### config.mk
export PLATFORM = sky130hd
export DESIGN_NAME = one_wire_rom_search_top_flat
export DESIGN_NICKNAME = d
export VERILOG_FILES = /design/src/hdl/ows_pkg.sv /design/src/hdl/ows_if.sv /design/src/hdl/one_wire_rom_search_top.sv /design/src/hdl/ows_core.sv /design/src/flat_wrapper.sv
export SDC_FILE = /design/constraint.sdc
export NUM_CORES = 1
export LEC_CHECK = 0
export ABC_CLOCK_PERIOD_IN_PS = 4400
export BUFFER_PORTS_ARGS = -buffer_cell sky130_fd_sc_hd__buf_2
export CORE_MARGIN = 5
export CORE_UTILIZATION = 59
export CTS_CLUSTER_SIZE = 30
export DETAILED_ROUTE_END_ITERATION = 8
export PLACE_DENSITY = 0.9
export SYNTH_ARGS = -nofsm -noshare
export SYNTH_HDL_FRONTEND = slang
export SYNTH_SLANG_ARGS = --single-unit
### constraint.sdc
create_clock -name clk_i -period 4.4 [get_ports clk_i]
set_input_delay 0 -clock clk_i [delete_from_list [all_inputs] [get_ports clk_i]]
set_output_delay 0 -clock clk_i [all_outputs]
set_load 0.01 [all_outputs]
### src/hdl/ows_pkg.sv
// ----------------------------------------------------------------------------
// ows_pkg: shared types and constants of the 1-Wire ROM search engine.
// Holds the function and status codes and the item and result records.
// ----------------------------------------------------------------------------
`timescale 1ns / 1ps
`default_nettype none

package ows_pkg;

  // Number of ROM bits walked in one search pass.
  localparam int unsigned ROM_BITS = 64;
  // Width of the stored ROM code and of the bit counters.
  localparam int unsigned RomW = 64;
  localparam int unsigned PosW = 7;
  localparam int unsigned IdxW = 6;
  localparam logic [PosW-1:0] RomBitsPos = PosW'(ROM_BITS);

  // Function codes of an input item.
  typedef enum logic [1:0] {
    FUNC_NEW   = 2'd0,
    FUNC_START = 2'd1,
    FUNC_PAIR  = 2'd2
  } func_e;

  // Status codes of a result item.
  typedef enum logic [1:0] {
    STAT_BUSY = 2'd0,
    STAT_MORE = 2'd1,
    STAT_LAST = 2'd2,
    STAT_NONE = 2'd3
  } status_e;

  // One input item as held in the input register.
  typedef struct packed {
    logic [1:0] func;
    logic       presence;
    logic       id_bit;
    logic       cmp_bit;
  } item_t;

  // One result item as held in the result register.
  typedef struct packed {
    logic            dir_bit;
    logic            write_valid;
    logic            pass_done;
    status_e         status;
    logic [RomW-1:0] rom_code;
    logic [PosW-1:0] bit_position;
  } result_t;

endpackage

`default_nettype wire

### src/hdl/ows_if.sv
// ----------------------------------------------------------------------------
// ows_if: ready/valid channels of the ROM search engine.
// One interface carries input items, the other carries result items.
// ----------------------------------------------------------------------------
`timescale 1ns / 1ps
`default_nettype none

interface ows_item_if;
  logic       valid;
  logic       ready;
  logic [1:0] func;
  logic       presence;
  logic       id_bit;
  logic       cmp_bit;

  modport source (output valid, func, presence, id_bit, cmp_bit, input ready);
  modport sink   (input valid, func, presence, id_bit, cmp_bit, output ready);
endinterface

interface ows_result_if;
  logic       valid;
  logic       ready;
  logic       dir_bit;
  logic       write_valid;
  logic       pass_done;
  logic [1:0] status;
  logic [63:0] rom_code;
  logic [6:0] bit_position;

  modport source (output valid, dir_bit, write_valid, pass_done, status, rom_code,
                  bit_position, input ready);
  modport sink   (input valid, dir_bit, write_valid, pass_done, status, rom_code,
                  bit_position, output ready);
endinterface

`default_nettype wire

### src/hdl/one_wire_rom_search_top.sv
// ----------------------------------------------------------------------------
// one_wire_rom_search_top: bit-level 1-Wire ROM search engine.
// Items and results are registered. Throughput: one item per cycle while the
// output is not stalled, set by the single decision stage in ows_core.
// Reset: asynchronous and active low; clears the ROM code, the positions and
// the pass flag, and empties both registers. No clearing pass is needed.
// ----------------------------------------------------------------------------
`timescale 1ns / 1ps
`default_nettype none

module one_wire_rom_search_top (
  input wire logic    clk_i,
  input wire logic    rst_ni,
  ows_item_if.sink    item_i,
  ows_result_if.source result_o
);
  import ows_pkg::*;

  logic    in_vld_q, in_vld_d;
  item_t   in_item_q;
  logic    out_vld_q, out_vld_d;
  result_t out_res_q;
  result_t res;
  logic    take;
  logic    step;

  // Handshake: the held item moves on whenever the result register frees up.
  assign take  = item_i.valid && item_i.ready;
  assign step  = in_vld_q && (!out_vld_q || result_o.ready);
  assign item_i.ready = !in_vld_q || step;
  assign in_vld_d  = take || (in_vld_q && !step);
  assign out_vld_d = step || (out_vld_q && !result_o.ready);

  ows_core u_core (
    .clk_i  (clk_i),
    .rst_ni (rst_ni),
    .step_i (step),
    .item_i (in_item_q),
    .res_o  (res)
  );

  // Valid flags of the input and result registers.
  always_ff @(posedge clk_i or negedge rst_ni) begin
    if (!rst_ni) begin
      in_vld_q  <= 1'b0;
      out_vld_q <= 1'b0;
    end else begin
      in_vld_q  <= in_vld_d;
      out_vld_q <= out_vld_d;
    end
  end

  // Payload registers.
  always_ff @(posedge clk_i) begin
    if (take) begin
      in_item_q.func     <= item_i.func;
      in_item_q.presence <= item_i.presence;
      in_item_q.id_bit   <= item_i.id_bit;
      in_item_q.cmp_bit  <= item_i.cmp_bit;
    end
    if (step) begin
      out_res_q <= res;
    end
  end

  // Result channel.
  assign result_o.valid        = out_vld_q;
  assign result_o.dir_bit      = out_res_q.dir_bit;
  assign result_o.write_valid  = out_res_q.write_valid;
  assign result_o.pass_done    = out_res_q.pass_done;
  assign result_o.status       = out_res_q.status;
  assign result_o.rom_code     = out_res_q.rom_code;
  assign result_o.bit_position = out_res_q.bit_position;

`ifndef ASSERT_OFF
  // With both registers full and the output stalled, no item is taken.
  a_full_blocks: assert property (@(posedge clk_i) disable iff (!rst_ni)
    (in_vld_q && out_vld_q && !result_o.ready) |-> !item_i.ready)
    else $error("item taken while both registers are full");

  // A stepped item always shows up as a result in the next cycle.
  a_step_fills: assert property (@(posedge clk_i) disable iff (!rst_ni)
    step |=> out_vld_q)
    else $error("stepped item did not reach the result register");

  // An accepted item is held in the input register in the next cycle.
  a_take_holds: assert property (@(posedge clk_i) disable iff (!rst_ni)
    take |=> in_vld_q)
    else $error("accepted item lost");
`endif

endmodule

`default_nettype wire

### src/hdl/ows_core.sv
// ----------------------------------------------------------------------------
// ows_core: search state and per-bit direction decision.
// Computes the result of one item from the current state and commits the
// new state when the item is stepped into the result register.
// ----------------------------------------------------------------------------
`timescale 1ns / 1ps
`default_nettype none

module ows_core (
  input  wire logic             clk_i,
  input  wire logic             rst_ni,
  input  wire logic             step_i,
  input  wire ows_pkg::item_t   item_i,
  output ows_pkg::result_t      res_o
);
  import ows_pkg::*;

  logic [RomW-1:0] rom_q, rom_d;
  logic [PosW-1:0] last_zero_q, last_zero_d;
  logic [PosW-1:0] pass_mark_q, pass_mark_d;
  logic [PosW-1:0] bit_index_q, bit_index_d;
  logic            active_q, active_d;

  logic [PosW-1:0] pos;
  logic [IdxW-1:0] sh;
  logic            choice;

  // 1-based position of the bit being decided and its place in the ROM code.
  assign pos = bit_index_q + PosW'(1);
  assign sh  = bit_index_q[IdxW-1:0];

  // Next state and result of the held item.
  always_comb begin
    rom_d       = rom_q;
    last_zero_d = last_zero_q;
    pass_mark_d = pass_mark_q;
    bit_index_d = bit_index_q;
    active_d    = active_q;
    choice      = 1'b0;
    res_o.dir_bit     = 1'b0;
    res_o.write_valid = 1'b0;
    res_o.pass_done   = 1'b0;
    res_o.status      = STAT_BUSY;
    unique case (item_i.func)
      FUNC_NEW: begin
        rom_d       = '0;
        last_zero_d = '0;
        pass_mark_d = '0;
        bit_index_d = '0;
        active_d    = 1'b0;
      end
      FUNC_START: begin
        if (item_i.presence) begin
          pass_mark_d = last_zero_q;
          bit_index_d = '0;
          active_d    = 1'b1;
        end else begin
          active_d        = 1'b0;
          res_o.pass_done = 1'b1;
          res_o.status    = STAT_NONE;
        end
      end
      FUNC_PAIR: begin
        if (active_q) begin
          if (item_i.id_bit && item_i.cmp_bit) begin
            // No device answered this slot pair.
            active_d        = 1'b0;
            res_o.pass_done = 1'b1;
            res_o.status    = STAT_NONE;
          end else begin
            if (!item_i.id_bit && !item_i.cmp_bit) begin
              // Discrepancy: follow the mark of the previous pass.
              if (pos > pass_mark_q) begin
                choice = 1'b0;
              end else if (pos == pass_mark_q) begin
                choice = 1'b1;
              end else begin
                choice = rom_q[sh];
              end
              if (!choice) begin
                last_zero_d = pos;
              end
            end else begin
              choice = ~item_i.cmp_bit;
            end
            rom_d[sh]         = choice;
            res_o.dir_bit     = choice;
            res_o.write_valid = 1'b1;
            bit_index_d       = pos;
            if (pos >= RomBitsPos) begin
              active_d        = 1'b0;
              res_o.pass_done = 1'b1;
              res_o.status    = (last_zero_d == pass_mark_q) ? STAT_LAST : STAT_MORE;
            end
          end
        end
      end
      default: begin
      end
    endcase
    res_o.rom_code     = rom_d;
    res_o.bit_position = bit_index_d;
  end

  // Search state, committed once per stepped item.
  always_ff @(posedge clk_i or negedge rst_ni) begin
    if (!rst_ni) begin
      rom_q       <= '0;
      last_zero_q <= '0;
      pass_mark_q <= '0;
      bit_index_q <= '0;
      active_q    <= 1'b0;
    end else if (step_i) begin
      rom_q       <= rom_d;
      last_zero_q <= last_zero_d;
      pass_mark_q <= pass_mark_d;
      bit_index_q <= bit_index_d;
      active_q    <= active_d;
    end
  end

`ifndef ASSERT_OFF
  // A direction bit is only produced inside an active pass.
  a_write_needs_pass: assert property (@(posedge clk_i) disable iff (!rst_ni)
    res_o.write_valid |-> active_q)
    else $error("direction bit produced outside a pass");

  // The bit counter never runs past the ROM length.
  a_index_range: assert property (@(posedge clk_i) disable iff (!rst_ni)
    bit_index_q <= RomBitsPos)
    else $error("bit counter beyond ROM length");

  // A pass that finished leaves the engine idle.
  a_done_idles: assert property (@(posedge clk_i) disable iff (!rst_ni)
    (step_i && res_o.pass_done) |=> !active_q)
    else $error("engine still active after pass end");
`endif

endmodule

`default_nettype wire

### src/flat_wrapper.sv
// flat-port wrapper written by rule: the top's interface ports become plain ports
module one_wire_rom_search_top_flat import ows_pkg::*;
  (clk_i, rst_ni, item_i_valid, item_i_func, item_i_presence, item_i_id_bit, item_i_cmp_bit, item_i_ready, result_o_valid, result_o_dir_bit, result_o_write_valid, result_o_pass_done, result_o_status, result_o_rom_code, result_o_bit_position, result_o_ready);
  ows_item_if item_i_i ();
  ows_result_if result_o_i ();
  input wire logic clk_i;
  input wire logic rst_ni;
  input wire logic [$bits(item_i_i.valid)-1:0] item_i_valid;
  input wire logic [$bits(item_i_i.func)-1:0] item_i_func;
  input wire logic [$bits(item_i_i.presence)-1:0] item_i_presence;
  input wire logic [$bits(item_i_i.id_bit)-1:0] item_i_id_bit;
  input wire logic [$bits(item_i_i.cmp_bit)-1:0] item_i_cmp_bit;
  output wire logic [$bits(item_i_i.ready)-1:0] item_i_ready;
  output wire logic [$bits(result_o_i.valid)-1:0] result_o_valid;
  output wire logic [$bits(result_o_i.dir_bit)-1:0] result_o_dir_bit;
  output wire logic [$bits(result_o_i.write_valid)-1:0] result_o_write_valid;
  output wire logic [$bits(result_o_i.pass_done)-1:0] result_o_pass_done;
  output wire logic [$bits(result_o_i.status)-1:0] result_o_status;
  output wire logic [$bits(result_o_i.rom_code)-1:0] result_o_rom_code;
  output wire logic [$bits(result_o_i.bit_position)-1:0] result_o_bit_position;
  input wire logic [$bits(result_o_i.ready)-1:0] result_o_ready;
  assign item_i_i.valid = item_i_valid;
  assign item_i_i.func = item_i_func;
  assign item_i_i.presence = item_i_presence;
  assign item_i_i.id_bit = item_i_id_bit;
  assign item_i_i.cmp_bit = item_i_cmp_bit;
  assign item_i_ready = item_i_i.ready;
  assign result_o_valid = result_o_i.valid;
  assign result_o_dir_bit = result_o_i.dir_bit;
  assign result_o_write_valid = result_o_i.write_valid;
  assign result_o_pass_done = result_o_i.pass_done;
  assign result_o_status = result_o_i.status;
  assign result_o_rom_code = result_o_i.rom_code;
  assign result_o_bit_position = result_o_i.bit_position;
  assign result_o_i.ready = result_o_ready;
  one_wire_rom_search_top u_core (.clk_i(clk_i), .rst_ni(rst_ni), .item_i(item_i_i), .result_o(result_o_i));
endmodule
==> impl_metrics.csv <==
group,metric,value,unit
floorplan,die_w,131.0,um
synth,synthesis.area,0.008636,mm^2
timing,layout_min_cycle_time,3.708,ns
clock_tree,insertion_delay,0.45,ns
drt,wl_per_cell,20.77,um
place,io_buffers,86,
clock_tree,cts-root-buf,"clkbuf_16",
synth,yosysUniqueCellTypes,49,
timing,fin_crit_sh,0.8428,
setup_path,critPathArrivalTime,3.89,ns
clock_tree,cts_max_level,4,
timing,hold_viol,0,
clock_tree,cts_tree,"built",
synth,synth_area_leaders,"edfxtp_1, dfrtp_1, o21ai_0",
timing,drv_slew,0,
global_route,grt_pass1_wl,38.27,mm
layout,final_net_count,988,
timing,holdWs,0.1792,ns
synth,ys_seq_area_frac,0.5367,
synth,syn-num-nets,914,
power_and_ir_drop,ir_drop,249.2,uV
power_and_ir_drop,p_sw_frac,0.2627,
clock_tree,cts_buffer_depth,2,
global_route,grt_usage,0.2884,
drt,ant_nets,0,
floorplan,core,0.01442,mm^2
power_and_ir_drop,seqPwrFrac,0.491,
setup_path,cp-end-kind,"register",
global_route,overflow,0,
synth,ys.flop_type,"dfrtp_1",
drt,first_pass_iters,7,
setup_path,cp-start-kind,"register",
power_and_ir_drop,power.internal,2599,uW
floorplan,num_rows,44,
setup_path,crit_top_cell,"buf_4",
global_route,first_global_vias,7406,
timing,rsz0062_at_grt,"false",
place,gp_congestion,0.9249,
clock_tree,postCtsSetupBuffers,0,
synth,yosys.area.top_type_share,0.2817,
synth,synth.avg_cell_area,9.671,um^2
setup_path,ff2ff_setup_slack,0.69,ns
floorplan,start_util,0.5987,
place,dp_hpwl,14.75,mm
drt,drc_errors,0,
power_and_ir_drop,leakagePower,0.003998,uW
layout,drive_above_1_share,0.1735,
clock_tree,cts_made_buffers,17,
layout,area_growth,15.42,%
synth,ys.warnings.count,0,
timing,setup-tns-final,0,ns
timing,fmax,269.7,MHz
drt,vias_per_cell,6.655,
layout,num_antenna_cells,0,
setup_path,critPathSlowestCell,"o211ai_4",
outcome,outcome,"completed",
setup_path,crit_chain,"and3_1, buf_4, xnor2_1, inv_1, ha_1, nand4_1, a21oi_1, nor3_1, buf_4, o21a_2, o211ai_4, buf_12, o21ai_0",
layout,stdcell_area,0.009967,mm^2
setup_path,required,4.58,ns
drt,drt_iter0_markers,1256,
synth,async_flop_share,0.5207,
timing,slew-limit-headroom,0.1817,
power_and_ir_drop,power_switching,926.1,uW
drt,vias,7747,
power_and_ir_drop,power_density,353.7,mW/mm^2
synth,synthCells,893,
setup_path,slowest_delay,0.63,ns
floorplan,boundaryPins,87,
timing,skew,0.01489,ns
clock_tree,clk_pin_slew,0.07,ns
power_and_ir_drop,clkPwrFrac,0.424,
synth,synth_top_cell_by_area,"edfxtp_1",
clock_tree,ctsResizeCount,0,
synth,synth_edf_count,81,
global_route,antenna_found_initial,0,
floorplan,die_y,131.0,um
power_and_ir_drop,p_comb_frac,0.085,
floorplan,die_area,0.01716,mm^2
drt,wl,24.18,mm
synth,synth_seq_cells,169,
flow_run,maxCapViolations,0,
synth,synth_common_cells,"o21ai_0, nand2_1, dfrtp_1, edfxtp_1, a21oi_1",
timing,setup_viol,0,
power_and_ir_drop,p_total,3525,uW
timing,worstMarginPinSlew,1.223,ns
setup_path,path_class,"reg -> reg",
clock_tree,cts.sinks,169,
place,place_area,0.009294,mm^2
min_path,hold_path.class,"in -> async",
setup_path,path_max_fanout,37,
synth,yosysMostFrequentCell,"o21ai_0",
clock_tree,hold_buffers,9,
global_route,grt_max_degree,65,
## placed cells by master (no fill, tap or decap), drive strengths merged, types with 3 or more instances in the layout
| cell | instances |
|---|---|
| o21ai | 238 |
| nand2 | 125 |
| buf | 115 |
| dfrtp | 88 |
| edfxtp | 81 |
| a21oi | 69 |
| inv | 38 |
| o22ai | 23 |
| mux2i | 19 |
| clkbuf | 17 |
| nor2 | 15 |
| a31oi | 13 |
| ha | 12 |
| xnor2 | 10 |
| nor3 | 10 |
| nand4 | 9 |
| dlygate4sd3 | 9 |
| mux4 | 8 |
| xor2 | 7 |
| and2 | 7 |
| mux2 | 6 |
| nor2b | 5 |
| nand2b | 5 |
| nand3 | 5 |
| a22oi | 5 |
| and3b | 4 |
| o2111ai | 4 |
| clkinv | 4 |
| and3 | 3 |
| nor3b | 3 |
| o31ai | 3 |
| clkinvlp | 3 |
## worst paths after layout
kind / start / end / cells past startpoint
min in group clk_i: item_i_id_bit / u_core.in_item_q[1]$_DFFE_PP_ / 2
worst max-delay path: u_core.u_core.bit_index_q[2]$_DFFE_PN0P_ / u_core.result_o.rom_code[59]$_DFFE_PP_ / 13
worst min register to register: u_core.in_vld_q$_DFF_PN0_ / u_core.result_o.valid$_DFF_PN0_ / 1
max in group asynchronous: rst_ni / u_core.u_core.rom_q[12]$_DFFE_PN0P_ / 3
worst max register to register: u_core.u_core.bit_index_q[2]$_DFFE_PN0P_ / u_core.result_o.rom_code[59]$_DFFE_PP_ / 13
worst min-delay path: rst_ni / u_core.u_core.rom_q[8]$_DFFE_PN0P_ / 2
## power by group through the flow
stage	logic [uW]	clock network, uW	registers (uW)
floorplan	138	0	1790
global placement	280	0	1760
detailed placement	286	0	1760
CTS	295	1500	1730
global route	323	1570	1740
finish	299	1490	1730
## layout make-up
class                   count  area [um^2]
fillers                  1046         4457
multi-input cells         624         3647
flip-flops and latches    169         4636
clock buffers              17        425.4
clock inverters            15        157.7
well taps                 184        230.2
repair buffers            124        753.2
inverters                  31        117.6
## worst max-delay path, delay by kind of cell, from the launching register on
family,cells,cell delay [ns]
compound gates,4,1.10
fa+ha+maj,1,0.28
buf+inv,4,0.69
simple gates,3,0.46
flops,1,0.56
xor+xnor,1,0.33
## through the flow
| step | utilization | worst slack [ns] | cells |
|---|---|---|---|
| 5_1_grt | 0.6910 | 0.4726 | 1164 |
| 2_1_floorplan | - | 0.7654 | 893 |
| 3_5_place_dp | 0.6443 | 0.7873 | 1123 |
| 4_1_cts | 0.6910 | 0.7458 | 1164 |
| 6_report | 0.6910 | 0.6917 | 1164 |
| 3_3_place_gp | 0.6443 | 0.9071 | 1123 |
## flip-flops by register name, summed over array words and instances (netlist names), 2 cells and up
register and flops:
u_core.in_item_q 5, u_core.result_o.rom_code 64, u_core.result_o.bit_position 7, u_core.u_core.bit_index_q 7
u_core.u_core.rom_q 64, u_core.u_core.last_zero_q 7, u_core.u_core.pass_mark_q 7, u_core.result_o.status 2
## metal layers
metal | routed length [um] | track usage | share of wire
met1 | 8957 | 0.3726 | 0.37
met2 | 11410 | 0.4528 | 0.47
met3 | 2783 | 0.08130 | 0.12
met4 | 1028 | 0.1349 | 0.043
met5 | 0 | 0 | 0
## kinds of logic (layout without fill, tap and decap cells)
| logic type | Yosys count | count (layout) | synth area share |
|---|---|---|---|
| compound gates | 364 | 364 | 0.2244 |
| fa+ha+maj | 12 | 12 | 0.01739 |
| simple gates | 196 | 196 | 0.1029 |
| buf+inv | 100 | 187 | 0.04549 |
| xor+xnor | 19 | 19 | 0.02246 |
| flops | 169 | 169 | 0.5367 |
| mux | 33 | 33 | 0.05071 |
Note: power is estimated with default switching activity, not from simulation.
